--- src/hdl/igpc_pkg.sv ---
// ----------------------------------------------------------------------------
// igpc_pkg
// shared types and constants for the interlocked gate pulse controller
// ----------------------------------------------------------------------------
package igpc_pkg;

  localparam int CHANNELS = 3;
  localparam int GATE_W   = 3;
  localparam int MODE_W   = 6;

  localparam logic [2:0]  OC_MASK       = 3'((1 << CHANNELS) - 1);
  localparam logic [15:0] DUR_MIN       = 16'd1;
  localparam logic [15:0] DUR_MAX       = 16'd60000;
  localparam logic [13:0] CNT_MIN       = 14'd1;
  localparam logic [13:0] CNT_MAX       = 14'd10000;
  localparam logic [15:0] LEN_RESET     = 16'd100;
  localparam logic [15:0] WDOG_RESET    = 16'd1000;
  localparam logic        ILK_POL_RESET = 1'b1;

  typedef enum logic [2:0] {
    ACT_TICK      = 3'd0,
    ACT_CH_OFF    = 3'd1,
    ACT_CH_DC     = 3'd2,
    ACT_CH_PULSE  = 3'd3,
    ACT_STOP_ALL  = 3'd4,
    ACT_CLR_FAULT = 3'd5,
    ACT_KEEPALIVE = 3'd6,
    ACT_SPARE     = 3'd7
  } action_t;

  typedef enum logic [2:0] {
    RC_OK            = 3'd0,
    RC_NOT_READY     = 3'd1,
    RC_BAD_CHAN      = 3'd2,
    RC_DUR_RANGE     = 3'd3,
    RC_CNT_RANGE     = 3'd4,
    RC_FAULT_ACTIVE  = 3'd5,
    RC_ILK_NOT_READY = 3'd6
  } rcode_t;

  typedef enum logic [1:0] {
    TOP_READY     = 2'd0,
    TOP_SAFE_ILK  = 2'd1,
    TOP_SAFE_WDOG = 2'd2,
    TOP_FAULT     = 2'd3
  } top_t;

  typedef enum logic [1:0] {
    MODE_OFF   = 2'd0,
    MODE_DC    = 2'd1,
    MODE_PULSE = 2'd2,
    MODE_TRAIN = 2'd3
  } mode_t;

  typedef enum logic [1:0] {
    CHCMD_NONE  = 2'd0,
    CHCMD_OFF   = 2'd1,
    CHCMD_DC    = 2'd2,
    CHCMD_PULSE = 2'd3
  } chcmd_t;

  typedef enum logic {
    CFG_WDOG_TIMEOUT = 1'b0,
    CFG_ILK_POL      = 1'b1
  } cfg_idx_t;

  typedef struct packed {
    mode_t       mode;
    logic [15:0] len;
    logic [13:0] left;
    logic [15:0] elapsed;
    logic        gap;
  } chan_t;

  typedef struct packed {
    logic        tick;
    logic        ready;
    chcmd_t      cmd;
    logic [15:0] dur;
    logic [13:0] cnt;
  } chctl_t;

  typedef struct packed {
    rcode_t              code;
    top_t                top;
    logic [GATE_W-1:0]   gates;
    logic [MODE_W-1:0]   modes;
    logic                fault;
  } result_t;

endpackage

--- src/hdl/igpc_channel.sv ---
// ----------------------------------------------------------------------------
// igpc_channel
// next state and gate level of one gate channel for one transaction
// ----------------------------------------------------------------------------
module igpc_channel (
  input  igpc_pkg::chan_t  cur,
  input  igpc_pkg::chctl_t ctl,
  output igpc_pkg::chan_t  nxt,
  output logic             gate
);
  import igpc_pkg::*;

  chan_t s;

  always_comb begin
    s = cur;
    if (ctl.tick && (s.elapsed != 16'hFFFF)) begin
      s.elapsed = s.elapsed + 16'd1;
    end
    unique case (ctl.cmd)
      CHCMD_OFF: begin
        s.mode = MODE_OFF;
        s.left = '0;
        s.gap  = 1'b0;
      end
      CHCMD_DC: begin
        s.mode = MODE_DC;
        s.left = '0;
        s.gap  = 1'b0;
      end
      CHCMD_PULSE: begin
        s.mode    = (ctl.cnt == 14'd1) ? MODE_PULSE : MODE_TRAIN;
        s.len     = ctl.dur;
        s.left    = ctl.cnt;
        s.elapsed = '0;
        s.gap     = 1'b0;
      end
      default: ;
    endcase

    gate = 1'b0;
    if (ctl.ready) begin
      case (s.mode)
        MODE_DC: gate = 1'b1;
        MODE_PULSE: begin
          if (s.elapsed < s.len) begin
            gate = 1'b1;
          end else begin
            s.mode = MODE_OFF;
            s.left = '0;
          end
        end
        MODE_TRAIN: begin
          if (s.left == '0) begin
            s.mode = MODE_OFF;
            s.gap  = 1'b0;
          end else if (!s.gap) begin
            if (s.elapsed < s.len) begin
              gate = 1'b1;
            end else begin
              s.left = s.left - 14'd1;
              if (s.left == '0) begin
                s.mode = MODE_OFF;
                s.gap  = 1'b0;
              end else begin
                s.gap     = 1'b1;
                s.elapsed = '0;
              end
            end
          end else if (s.elapsed >= s.len) begin
            s.gap     = 1'b0;
            s.elapsed = '0;
          end
        end
        default: ;
      endcase
    end
    nxt = s;
  end

endmodule

--- src/hdl/igpc_core.sv ---
// ----------------------------------------------------------------------------
// igpc_core
// command decode, watchdog, fault latch, top state and channel state registers
// ----------------------------------------------------------------------------
module igpc_core (
  input  logic                clk,
  input  logic                rst_n,
  input  logic                accept,
  input  logic [2:0]          action,
  input  logic [1:0]          channel_number,
  input  logic [15:0]         pulse_duration_ms,
  input  logic [13:0]         pulse_count,
  input  logic                interlock_level,
  input  logic [2:0]          overcurrent_flags,
  input  logic                cfg_we,
  input  logic                cfg_index,
  input  logic [15:0]         cfg_wdata,
  output igpc_pkg::result_t   result
);
  import igpc_pkg::*;

  logic [15:0] wdog_timeout_r;
  logic        ilk_pol_r;
  logic        fault_r, fault_nxt;
  logic [15:0] ms_r, ms_nxt;

  chan_t chan_r    [CHANNELS];
  chan_t chan_nxt  [CHANNELS];
  logic  gate_nxt  [CHANNELS];
  chctl_t ctl      [CHANNELS];

  action_t    act;
  logic       ilk_ok;
  logic [2:0] oc;
  logic       is_tick, is_chcmd, ch_ok, dur_ok, cnt_ok, cmd_go;
  rcode_t     code;
  top_t       top;

  assign act     = action_t'(action);
  assign ilk_ok  = ilk_pol_r ? interlock_level : !interlock_level;
  assign oc      = overcurrent_flags & OC_MASK;
  assign is_tick = (act == ACT_TICK);
  assign is_chcmd = (act == ACT_CH_OFF) || (act == ACT_CH_DC) || (act == ACT_CH_PULSE);
  assign ch_ok   = (channel_number != 2'd0) && (int'(channel_number) <= CHANNELS);
  assign dur_ok  = (pulse_duration_ms >= DUR_MIN) && (pulse_duration_ms <= DUR_MAX);
  assign cnt_ok  = (pulse_count >= CNT_MIN) && (pulse_count <= CNT_MAX);
  assign cmd_go  = is_chcmd && (code == RC_OK);

  always_comb begin
    if (!is_tick) begin
      ms_nxt = '0;
    end else if (ms_r != 16'hFFFF) begin
      ms_nxt = ms_r + 16'd1;
    end else begin
      ms_nxt = ms_r;
    end
  end

  always_comb begin
    code = RC_OK;
    case (act)
      ACT_CH_OFF, ACT_CH_DC, ACT_CH_PULSE: begin
        if (!ilk_ok || fault_r) begin
          code = RC_NOT_READY;
        end else if (!ch_ok) begin
          code = RC_BAD_CHAN;
        end else if ((act == ACT_CH_PULSE) && !dur_ok) begin
          code = RC_DUR_RANGE;
        end else if ((act == ACT_CH_PULSE) && !cnt_ok) begin
          code = RC_CNT_RANGE;
        end
      end
      ACT_CLR_FAULT: begin
        if (oc != 3'd0) begin
          code = RC_FAULT_ACTIVE;
        end else if (!ilk_ok) begin
          code = RC_ILK_NOT_READY;
        end
      end
      default: code = RC_OK;
    endcase
  end

  always_comb begin
    fault_nxt = fault_r;
    if ((act == ACT_CLR_FAULT) && (code == RC_OK)) begin
      fault_nxt = 1'b0;
    end
    if (oc != 3'd0) begin
      fault_nxt = 1'b1;
    end
    if (!ilk_ok) begin
      top = TOP_SAFE_ILK;
    end else if (ms_nxt > wdog_timeout_r) begin
      top = TOP_SAFE_WDOG;
    end else if (fault_nxt) begin
      top = TOP_FAULT;
    end else begin
      top = TOP_READY;
    end
  end

  for (genvar c = 0; c < CHANNELS; c++) begin : g_chan
    always_comb begin
      ctl[c].tick  = is_tick;
      ctl[c].ready = (top == TOP_READY);
      ctl[c].dur   = pulse_duration_ms;
      ctl[c].cnt   = pulse_count;
      ctl[c].cmd   = CHCMD_NONE;
      if (act == ACT_STOP_ALL) begin
        ctl[c].cmd = CHCMD_OFF;
      end else if (cmd_go && (int'(channel_number) == c + 1)) begin
        unique case (act)
          ACT_CH_OFF:   ctl[c].cmd = CHCMD_OFF;
          ACT_CH_DC:    ctl[c].cmd = CHCMD_DC;
          ACT_CH_PULSE: ctl[c].cmd = CHCMD_PULSE;
          default:      ctl[c].cmd = CHCMD_NONE;
        endcase
      end
    end

    igpc_channel u_chan (
      .cur  (chan_r[c]),
      .ctl  (ctl[c]),
      .nxt  (chan_nxt[c]),
      .gate (gate_nxt[c])
    );

    always_ff @(posedge clk) begin
      if (!rst_n) begin
        chan_r[c].mode    <= MODE_OFF;
        chan_r[c].len     <= LEN_RESET;
        chan_r[c].left    <= '0;
        chan_r[c].elapsed <= '0;
        chan_r[c].gap     <= 1'b0;
      end else if (accept) begin
        chan_r[c] <= chan_nxt[c];
      end
    end
  end

  always_ff @(posedge clk) begin
    if (!rst_n) begin
      fault_r <= 1'b0;
      ms_r    <= '0;
    end else if (accept) begin
      fault_r <= fault_nxt;
      ms_r    <= ms_nxt;
    end
  end

  always_ff @(posedge clk) begin
    if (!rst_n) begin
      wdog_timeout_r <= WDOG_RESET;
      ilk_pol_r      <= ILK_POL_RESET;
    end else if (cfg_we) begin
      unique case (cfg_idx_t'(cfg_index))
        CFG_WDOG_TIMEOUT: wdog_timeout_r <= cfg_wdata;
        CFG_ILK_POL:      ilk_pol_r      <= cfg_wdata[0];
        default: ;
      endcase
    end
  end

  always_comb begin
    result.code  = code;
    result.top   = top;
    result.fault = fault_nxt;
    result.gates = '0;
    result.modes = '0;
    for (int c = 0; c < CHANNELS; c++) begin
      result.gates[c]       = gate_nxt[c];
      result.modes[2*c +: 2] = chan_nxt[c].mode;
    end
  end

endmodule

--- src/hdl/igpc_outbuf.sv ---
// ----------------------------------------------------------------------------
// igpc_outbuf
// two-entry result buffer: output register plus skid register
// ----------------------------------------------------------------------------
module igpc_outbuf (
  input  logic              clk,
  input  logic              rst_n,
  input  logic              push,
  input  igpc_pkg::result_t push_data,
  output logic              full,
  output logic              out_valid,
  input  logic              out_stall,
  output igpc_pkg::result_t out_data
);
  import igpc_pkg::*;

  logic    main_v_r, skid_v_r;
  result_t main_r, skid_r;
  logic    pop;

  assign pop       = main_v_r && !out_stall;
  assign full      = skid_v_r;
  assign out_valid = main_v_r;
  assign out_data  = main_r;

  always_ff @(posedge clk) begin
    if (!rst_n) begin
      main_v_r <= 1'b0;
      skid_v_r <= 1'b0;
    end else if (skid_v_r) begin
      if (pop) begin
        skid_v_r <= 1'b0;
      end
    end else if (push) begin
      if (main_v_r && !pop) begin
        skid_v_r <= 1'b1;
      end
      main_v_r <= 1'b1;
    end else if (pop) begin
      main_v_r <= 1'b0;
    end
  end

  always_ff @(posedge clk) begin
    if (skid_v_r) begin
      if (pop) begin
        main_r <= skid_r;
      end
    end else if (push) begin
      if (main_v_r && !pop) begin
        skid_r <= push_data;
      end else begin
        main_r <= push_data;
      end
    end
  end

endmodule

--- src/hdl/interlocked_gate_pulse_controller_top.sv ---
// ----------------------------------------------------------------------------
// interlocked_gate_pulse_controller_top
// three-channel gate controller with interlock, watchdog and overcurrent latch
// ----------------------------------------------------------------------------
// One transaction (tick or command) is accepted per clock cycle. Its result
// is computed in the same cycle from the channel, watchdog and fault state
// registers and goes to the output register, or to the skid register while a
// stalled result holds the output register. A two-entry output buffer lets
// the input keep accepting while a result waits; the input stalls only once
// both entries are held. There is no clearing pass after reset.
module interlocked_gate_pulse_controller_top (
  input  logic        clk,
  input  logic        rst_n,
  input  logic        in_valid,
  output logic        in_stall,
  input  logic [2:0]  in_action,
  input  logic [1:0]  in_channel_number,
  input  logic [15:0] in_pulse_duration_ms,
  input  logic [13:0] in_pulse_count,
  input  logic        in_interlock_level,
  input  logic [2:0]  in_overcurrent_flags,
  output logic        out_valid,
  input  logic        out_stall,
  output logic [2:0]  out_result_code,
  output logic [1:0]  out_top_state,
  output logic [2:0]  out_gate_levels,
  output logic [5:0]  out_channel_modes,
  output logic        out_fault_flag,
  input  logic        cfg_we,
  input  logic        cfg_index,
  input  logic [15:0] cfg_wdata
);
  import igpc_pkg::*;

  logic    accept;
  result_t res, res_out;

  assign accept = in_valid && !in_stall;

  igpc_core u_core (
    .clk               (clk),
    .rst_n             (rst_n),
    .accept            (accept),
    .action            (in_action),
    .channel_number    (in_channel_number),
    .pulse_duration_ms (in_pulse_duration_ms),
    .pulse_count       (in_pulse_count),
    .interlock_level   (in_interlock_level),
    .overcurrent_flags (in_overcurrent_flags),
    .cfg_we            (cfg_we),
    .cfg_index         (cfg_index),
    .cfg_wdata         (cfg_wdata),
    .result            (res)
  );

  igpc_outbuf u_outbuf (
    .clk       (clk),
    .rst_n     (rst_n),
    .push      (accept),
    .push_data (res),
    .full      (in_stall),
    .out_valid (out_valid),
    .out_stall (out_stall),
    .out_data  (res_out)
  );

  assign out_result_code   = res_out.code;
  assign out_top_state     = res_out.top;
  assign out_gate_levels   = res_out.gates;
  assign out_channel_modes = res_out.modes;
  assign out_fault_flag    = res_out.fault;

endmodule
--- config.mk ---
export PLATFORM = sky130hd
export DESIGN_NAME = interlocked_gate_pulse_controller_top
export DESIGN_NICKNAME = d
export VERILOG_FILES = /design/src/hdl/igpc_pkg.sv /design/src/hdl/igpc_channel.sv /design/src/hdl/igpc_core.sv /design/src/hdl/igpc_outbuf.sv /design/src/hdl/interlocked_gate_pulse_controller_top.sv
export SDC_FILE = /design/constraint.sdc
export NUM_CORES = 1
export LEC_CHECK = 0
export BUFFER_PORTS_ARGS = -buffer_cell sky130_fd_sc_hd__buf_2
export CORE_ASPECT_RATIO = 0.75
export CORE_MARGIN = 4
export CORE_UTILIZATION = 60
export DETAILED_ROUTE_END_ITERATION = 10
export PLACE_DENSITY = 0.82
export SLEW_MARGIN = 0
export SYNTH_ARGS = -nofsm -noshare
export SYNTH_HDL_FRONTEND = slang
export SYNTH_SLANG_ARGS = --single-unit
--- constraint.sdc ---
create_clock -name clk -period 11.5 [get_ports clk]
set_input_delay 1.725 -clock clk [delete_from_list [all_inputs] [get_ports clk]]
set_output_delay 1.725 -clock clk [all_outputs]
set_load 0.02 [all_outputs]
# Word-level counts from Yosys, hierarchy flattened
# Memories as Yosys holds them, arrays and structs flattened.
# Cells that the tools add are included.
# word_totals
reg_bits,66
ramBits,147
in_bits,61
output_inout_bits,17
wordCells,253
memories,1
# mem_list
memory,words,word_bits,rd,rd_clocked_by_memory_dff,write_ports,line_no,source
u_core.chan_r,3,49,3,0,3,igpc_core.sv:27,chan_t chan_r [CHANNELS];
# op_classes
addsub,7
n_lt_le_gt_ge,11
eq_ne,33
n_mux,130
bitwise_logic,5
reduce_logical,50
# ops
operator,n
16-bit two-way mux,14
31-bit two-way mux,6
14-bit case mux with 2 select lines,6
17-bit two-way mux,9
49-bit two-way mux,3
30-bit two-way mux,3
14-bit logical NOT,6
14-bit two-way mux,6
16-bit by 1-bit adder with 16-bit output (second input constant),4
16-bit != test (second input constant),4
15-bit two-way mux,4
2-bit two-way mux,27
16-bit >= comparator,3
16-bit < comparator,3
14-bit by 1-bit subtractor with 14-bit output (second input constant),3
1-bit two-way mux,35
2-bit == test (second input constant),14
2-bit case mux with 3 select lines,4
3-bit two-way mux,6
16-bit by 1-bit >= comparator with 1-bit output (second input constant),1
16-bit > comparator,1
16-bit <= comparator (second input constant),1
1-bit logical AND,15
14-bit by 1-bit == test with 1-bit output (second input constant),1
23 further kinds,57

# Logic depth before layout (Yosys ltp)
# logic_depth
ltp_word,28
depth_mapped,27
mapped_depth_nobuf,23

# By module
# A second synthesis with hierarchy kept.
# unflattened
cells_unflattened,1723
area_unflattened_um2,15991.6
# modules_own_cells
module,instances,cells_per_inst,area_per_inst_um2,seq_area_each_um2
igpc_core,1,663,8010.2,5094.9
igpc_channel (u_core.g_chan[1].u_chan ...),2,345,2318.5,0.0
igpc_channel (u_core.g_chan[0].u_chan),1,309,2108.3,0.0
igpc_outbuf,1,60,1222.4,940.9
interlocked_gate_pulse_controller_top,1,1,13.8,0.0

# Worst setup path after synthesis
# No wires, ideal clock.
# synth_path
path_type,input to register
startpoint,input port in_pulse_count[6]
endpoint,memory u_core.chan_r[0][25] (netlist name) (data pin)
setup_ns,0.257
t_arrival_ns,6.844
required_ns,11.243
setup_slack_ns,4.399
cell_stages,24
n_path_buf,6
cell_sequence,buf_4 > or4_1 > buf_2 > nor4_4 > a22oi_2 > o21a_1 > buf_2 > nand3_1 > buf_2 > clkbuf_1 > buf_1 > mux2i_1 > ha_1 > a21o_1 > a21oi_1 > o21ai_0 > a21o_1 > a31oi_1 > o21ai_1 > clkinv_1 > nor3_1 > o211ai_1 > xor2_1 > a32o_1
# synth_rtl
item,line_no,source
start: declaration,interlocked_gate_pulse_controller_top.sv:19,"input logic [13:0] in_pulse_count,"
end: declaration,igpc_core.sv:27,

==> flow_summary_export.csv <==
group,metric,value,unit
synthesis,synth-seq-cells,213,
grt,gr-total-overflow,0,
sta,skew,0.0137,ns
routing,detailedRoute.firstIterationViolations,2265,
clock_network,tritoncts,"built",
pwr,pwr-share-comb,21.8,%
die,start_util,61.2,%
die,io_pins,78,
clock_network,postCtsSetupBuffers,0,
grt,grt_max_degree,79,
grt,grt_usage,34.6,%
worst_setup_path,arrival,7.75,ns
synthesis,synth_common_cells,"nor2_1, edfxtp_1, nand2_1",
synthesis,syn_avg_cell_area,8.98,sq um
die,rows,51,
layout,final_util,66.3,%
clock_network,clk_pin_slew,0.06,ns
synthesis,netlist_area,0.0160,sq mm
sta,max_slew.worst_pin.slew,1.29,ns
worst_setup_path,reg2reg_depth,24,
synthesis,synth-main-ff-cell,"edfxtp_1",
place,gp_congestion,1.07,
synthesis,synth_top_area_cell,"edfxtp_1",
worst_setup_path,path_cells,"buf_2 -> or4_1 -> nor4_4 -> a22oi_2 -> o21a_1 -> nand2_1 -> buf_4 -> mux2i_1 -> ha_1 -> nor2b_1 -> o21a_1 -> o21a_1 -> o211ai_1 -> a21oi_1 -> o22ai_1 -> nand2b_1 -> a21oi_1 -> and4bb_2 -> a21oi_1 -> mux2_2",
worst_setup_path,end_kind,"flip-flop",
place,hpwl,37600,um
layout,register_area,0.00604,sq mm
pwr,p_clk_share,35.4,%
synthesis,synthArstFlopShare,0,%
sta,timing.final.hold_violations,0,
pwr,p_sw_share,31.4,%
die,core,0.0261,sq mm
layout,fin_area,0.0173,sq mm
pwr,total_power,0.00219,W
worst_setup_path,cp_max_fo,15,
clock_network,cts_sinks,213,
clock_network,cts_buffers,24,
layout,nNetsFinal,1947,
die,fp.dieH,149,um
synthesis,syn-num-nets,1921,
place,portBuffers,77,
routing,vias,15322,
routing,wl_per_cell,24.2,um
routing,drt_drc_violations_left,0,
pwr,power.density,126,mW/mm^2
pwr,p_int,0.00150,W
synthesis,synth_cell_types,95,
layout,drive_gt1_share,11.5,%
clock_network,h-tree-depth,1,
sta,fin_setup_tns,0,ns
routing,vias_per_cell,7.07,
place,placed_cell_area,0.0165,sq mm
synthesis,netlist_instances,1780,
worst_hold_path,hp-class,"reg2reg",
die,fp.dieArea,0.0293,sq mm
routing,drtPass1Iterations,7,
worst_hold_path,hold_depth,2,
sta,period_needed,7.36,ns
clock_network,clk_latency,0.53,ns
pwr,pwr-share-seq,42.8,%
worst_setup_path,startpoint_type,"input port",
clock_network,ctsResizeCount,0,
sta,slew_headroom,13.5,%
pwr,p_leak,6.65,nW
layout,multi_input_area,0.00932,sq mm
worst_setup_path,crit_required,11.89,ns
synthesis,synth_warnings,0,
worst_setup_path,timing_worst_setup_path_type,"in2reg",
synthesis,synth_edf_count,177,
sta,rsz0062_at_grt,"no",
synthesis,yosysMostFrequentCell,"nor2_1",
grt,antenna_found_initial,2,
die,die_w,196,um
clock_network,holdBufCountCts,0,
outcome,status,"finished clean",
sta,finalCritPeriodShare,64.0,%
sta,slew_violations,0,
synthesis,synth_top_area_share,33.3,%
grt,grt_first_pass_wirelength,80800,um
synthesis,synth_area_leaders,"edfxtp_1, ha_1, nor2_1, dfxtp_1, nand2_1",
worst_setup_path,worst_path_max_delay_cell,"o22ai_1",
synthesis,yosysSeqAreaShare,37.8,%
grt,grt_pass1_vias,14316,
flow_run,maxCapViolations,0,
clock_network,cts_max_path_buffers,3,
routing,ant_nets,0,
layout,syn_to_final_growth,8.29,%
pwr,power.switching,0.000687,W
sta,max_freq,0.136,GHz
pwr,peakVddDrop,0.0958,mV
clock_network,root_buffer,"clkbuf_16",
worst_setup_path,cpPeakStageDelay,0.85,ns
sta,setup_viol,0,
place,dp.cells,2124,
routing,wl,52500,um
layout,fillerInstances,2116,
layout,finalNonFillerCells,2167,
## per-stage QoR
step	hold WS, ns	worst slack [ns]
6_report	0.466	4.14
5_1_grt	0.488	3.83
4_1_cts	0.467	4.35
3_5_place_dp	0.459	3.83
3_3_place_gp	0.455	4.02
2_1_floorplan	0.443	4.40
## power by group through the flow
stage          Combinational (W)  Clock, W  Sequential, W
5_1_grt                 0.000514  0.000810       0.000939
2_1_floorplan           0.000315         0       0.000942
4_1_cts                 0.000459  0.000778       0.000932
3_5_place_dp            0.000455         0       0.000947
3_3_place_gp            0.000449         0       0.000946
6_report                0.000477  0.000773       0.000935
## path summary, 6_finish.rpt
path                                                from                                endpoint  slack (ns)
hold / removal    u_core.wdog_timeout_r[14]$_SDFFE_PN0P_  u_core.wdog_timeout_r[14]$_SDFFE_PN0P_        0.47
hold reg to reg   u_core.wdog_timeout_r[14]$_SDFFE_PN0P_  u_core.wdog_timeout_r[14]$_SDFFE_PN0P_        0.47
setup reg to reg             u_core.ms_r[4]$_SDFFE_PN0P_       u_core.chan_r[1][2]$_SDFFCE_PN0P_        5.11
setup / recovery                       in_pulse_count[6]          u_outbuf.out_data[5]$_DFFE_PP_        4.14
## flip-flops by register name (all words and copies together) (netlist names)
register and flops:
u_core.ilk_pol_r 1, u_outbuf.full 1, u_outbuf.out_valid 1, u_core.wdog_timeout_r 16, u_core.fault_r 1, u_outbuf.skid_r 15, u_core.chan_r 147, u_outbuf.out_data 15
u_core.ms_r 16
## layout make-up
type / count / share of cell area (%)
Tap cell: 344 / 2.49
Multi-Input combinational cell: 1422 / 53.8
Inverter: 40 / 0.897
Clock inverter: 11 / 0.644
Sequential cell: 213 / 34.9
Clock buffer: 31 / 3.80
Timing Repair Buffer: 105 / 3.44
Antenna cell: 1 / 0.0145
## cell families (layout without fill, tap and decap cells)
group                      Yosys count  in the layout  share of synthesized area [%]
buffers and inverters              145            187                           4.00
muxes                               64             64                           4.11
and+or+nand+nor                    697            697                           21.4
DFF                                213            213                           37.8
adders and majority gates           80             80                           6.26
other                                0              1                              0
AOI/OAI and AO/OA                  518            518                           23.0
xor gates and xnor gates            63             63                           3.45
## critical path: cells and delay by family
family,cells,cell delay (ns)
and+or+nand+nor,6,2.49
AOI/OAI and AO/OA,9,2.16
buffers and inverters,2,0.55
muxes,2,0.51
adders and majority gates,1,0.29
## per-layer routing
metal	global-route usage, %	part of all wire (%)	up-vias
li1	-	-	6846
met1	50.2	42	7247
met2	50.5	42	1067
met5	0	0.051	-
met4	10.4	3.2	4
met3	9.71	14	158
## cells in the final DEF (no fill, tap or decap), types with 20 or more instances in the layout
cell       synthesis  layout
nand4_1           39      39
nand2_1          175     174
o21ai_0           78      78
a22oi_1           29      29
edfxtp_1         177     177
o21a_1            21      21
clkbuf_16          0      25
nor3_1            51      50
nor2_1           209     208
ha_1              80      80
and3_1            21      21
nand3_1           56      56
xnor2_1           23      23
nor4_1            27      27
dfxtp_1           36      36
buf_4              4      28
a31oi_1           21      21
xor2_1            40      40
a21oi_1          103     103
inv_1             39      38
buf_2             14      77
mux2i_1           51      51
or3_1             20      20
a21boi_0          25      25
No activity file was read; power rests on OpenSTA's default activity.
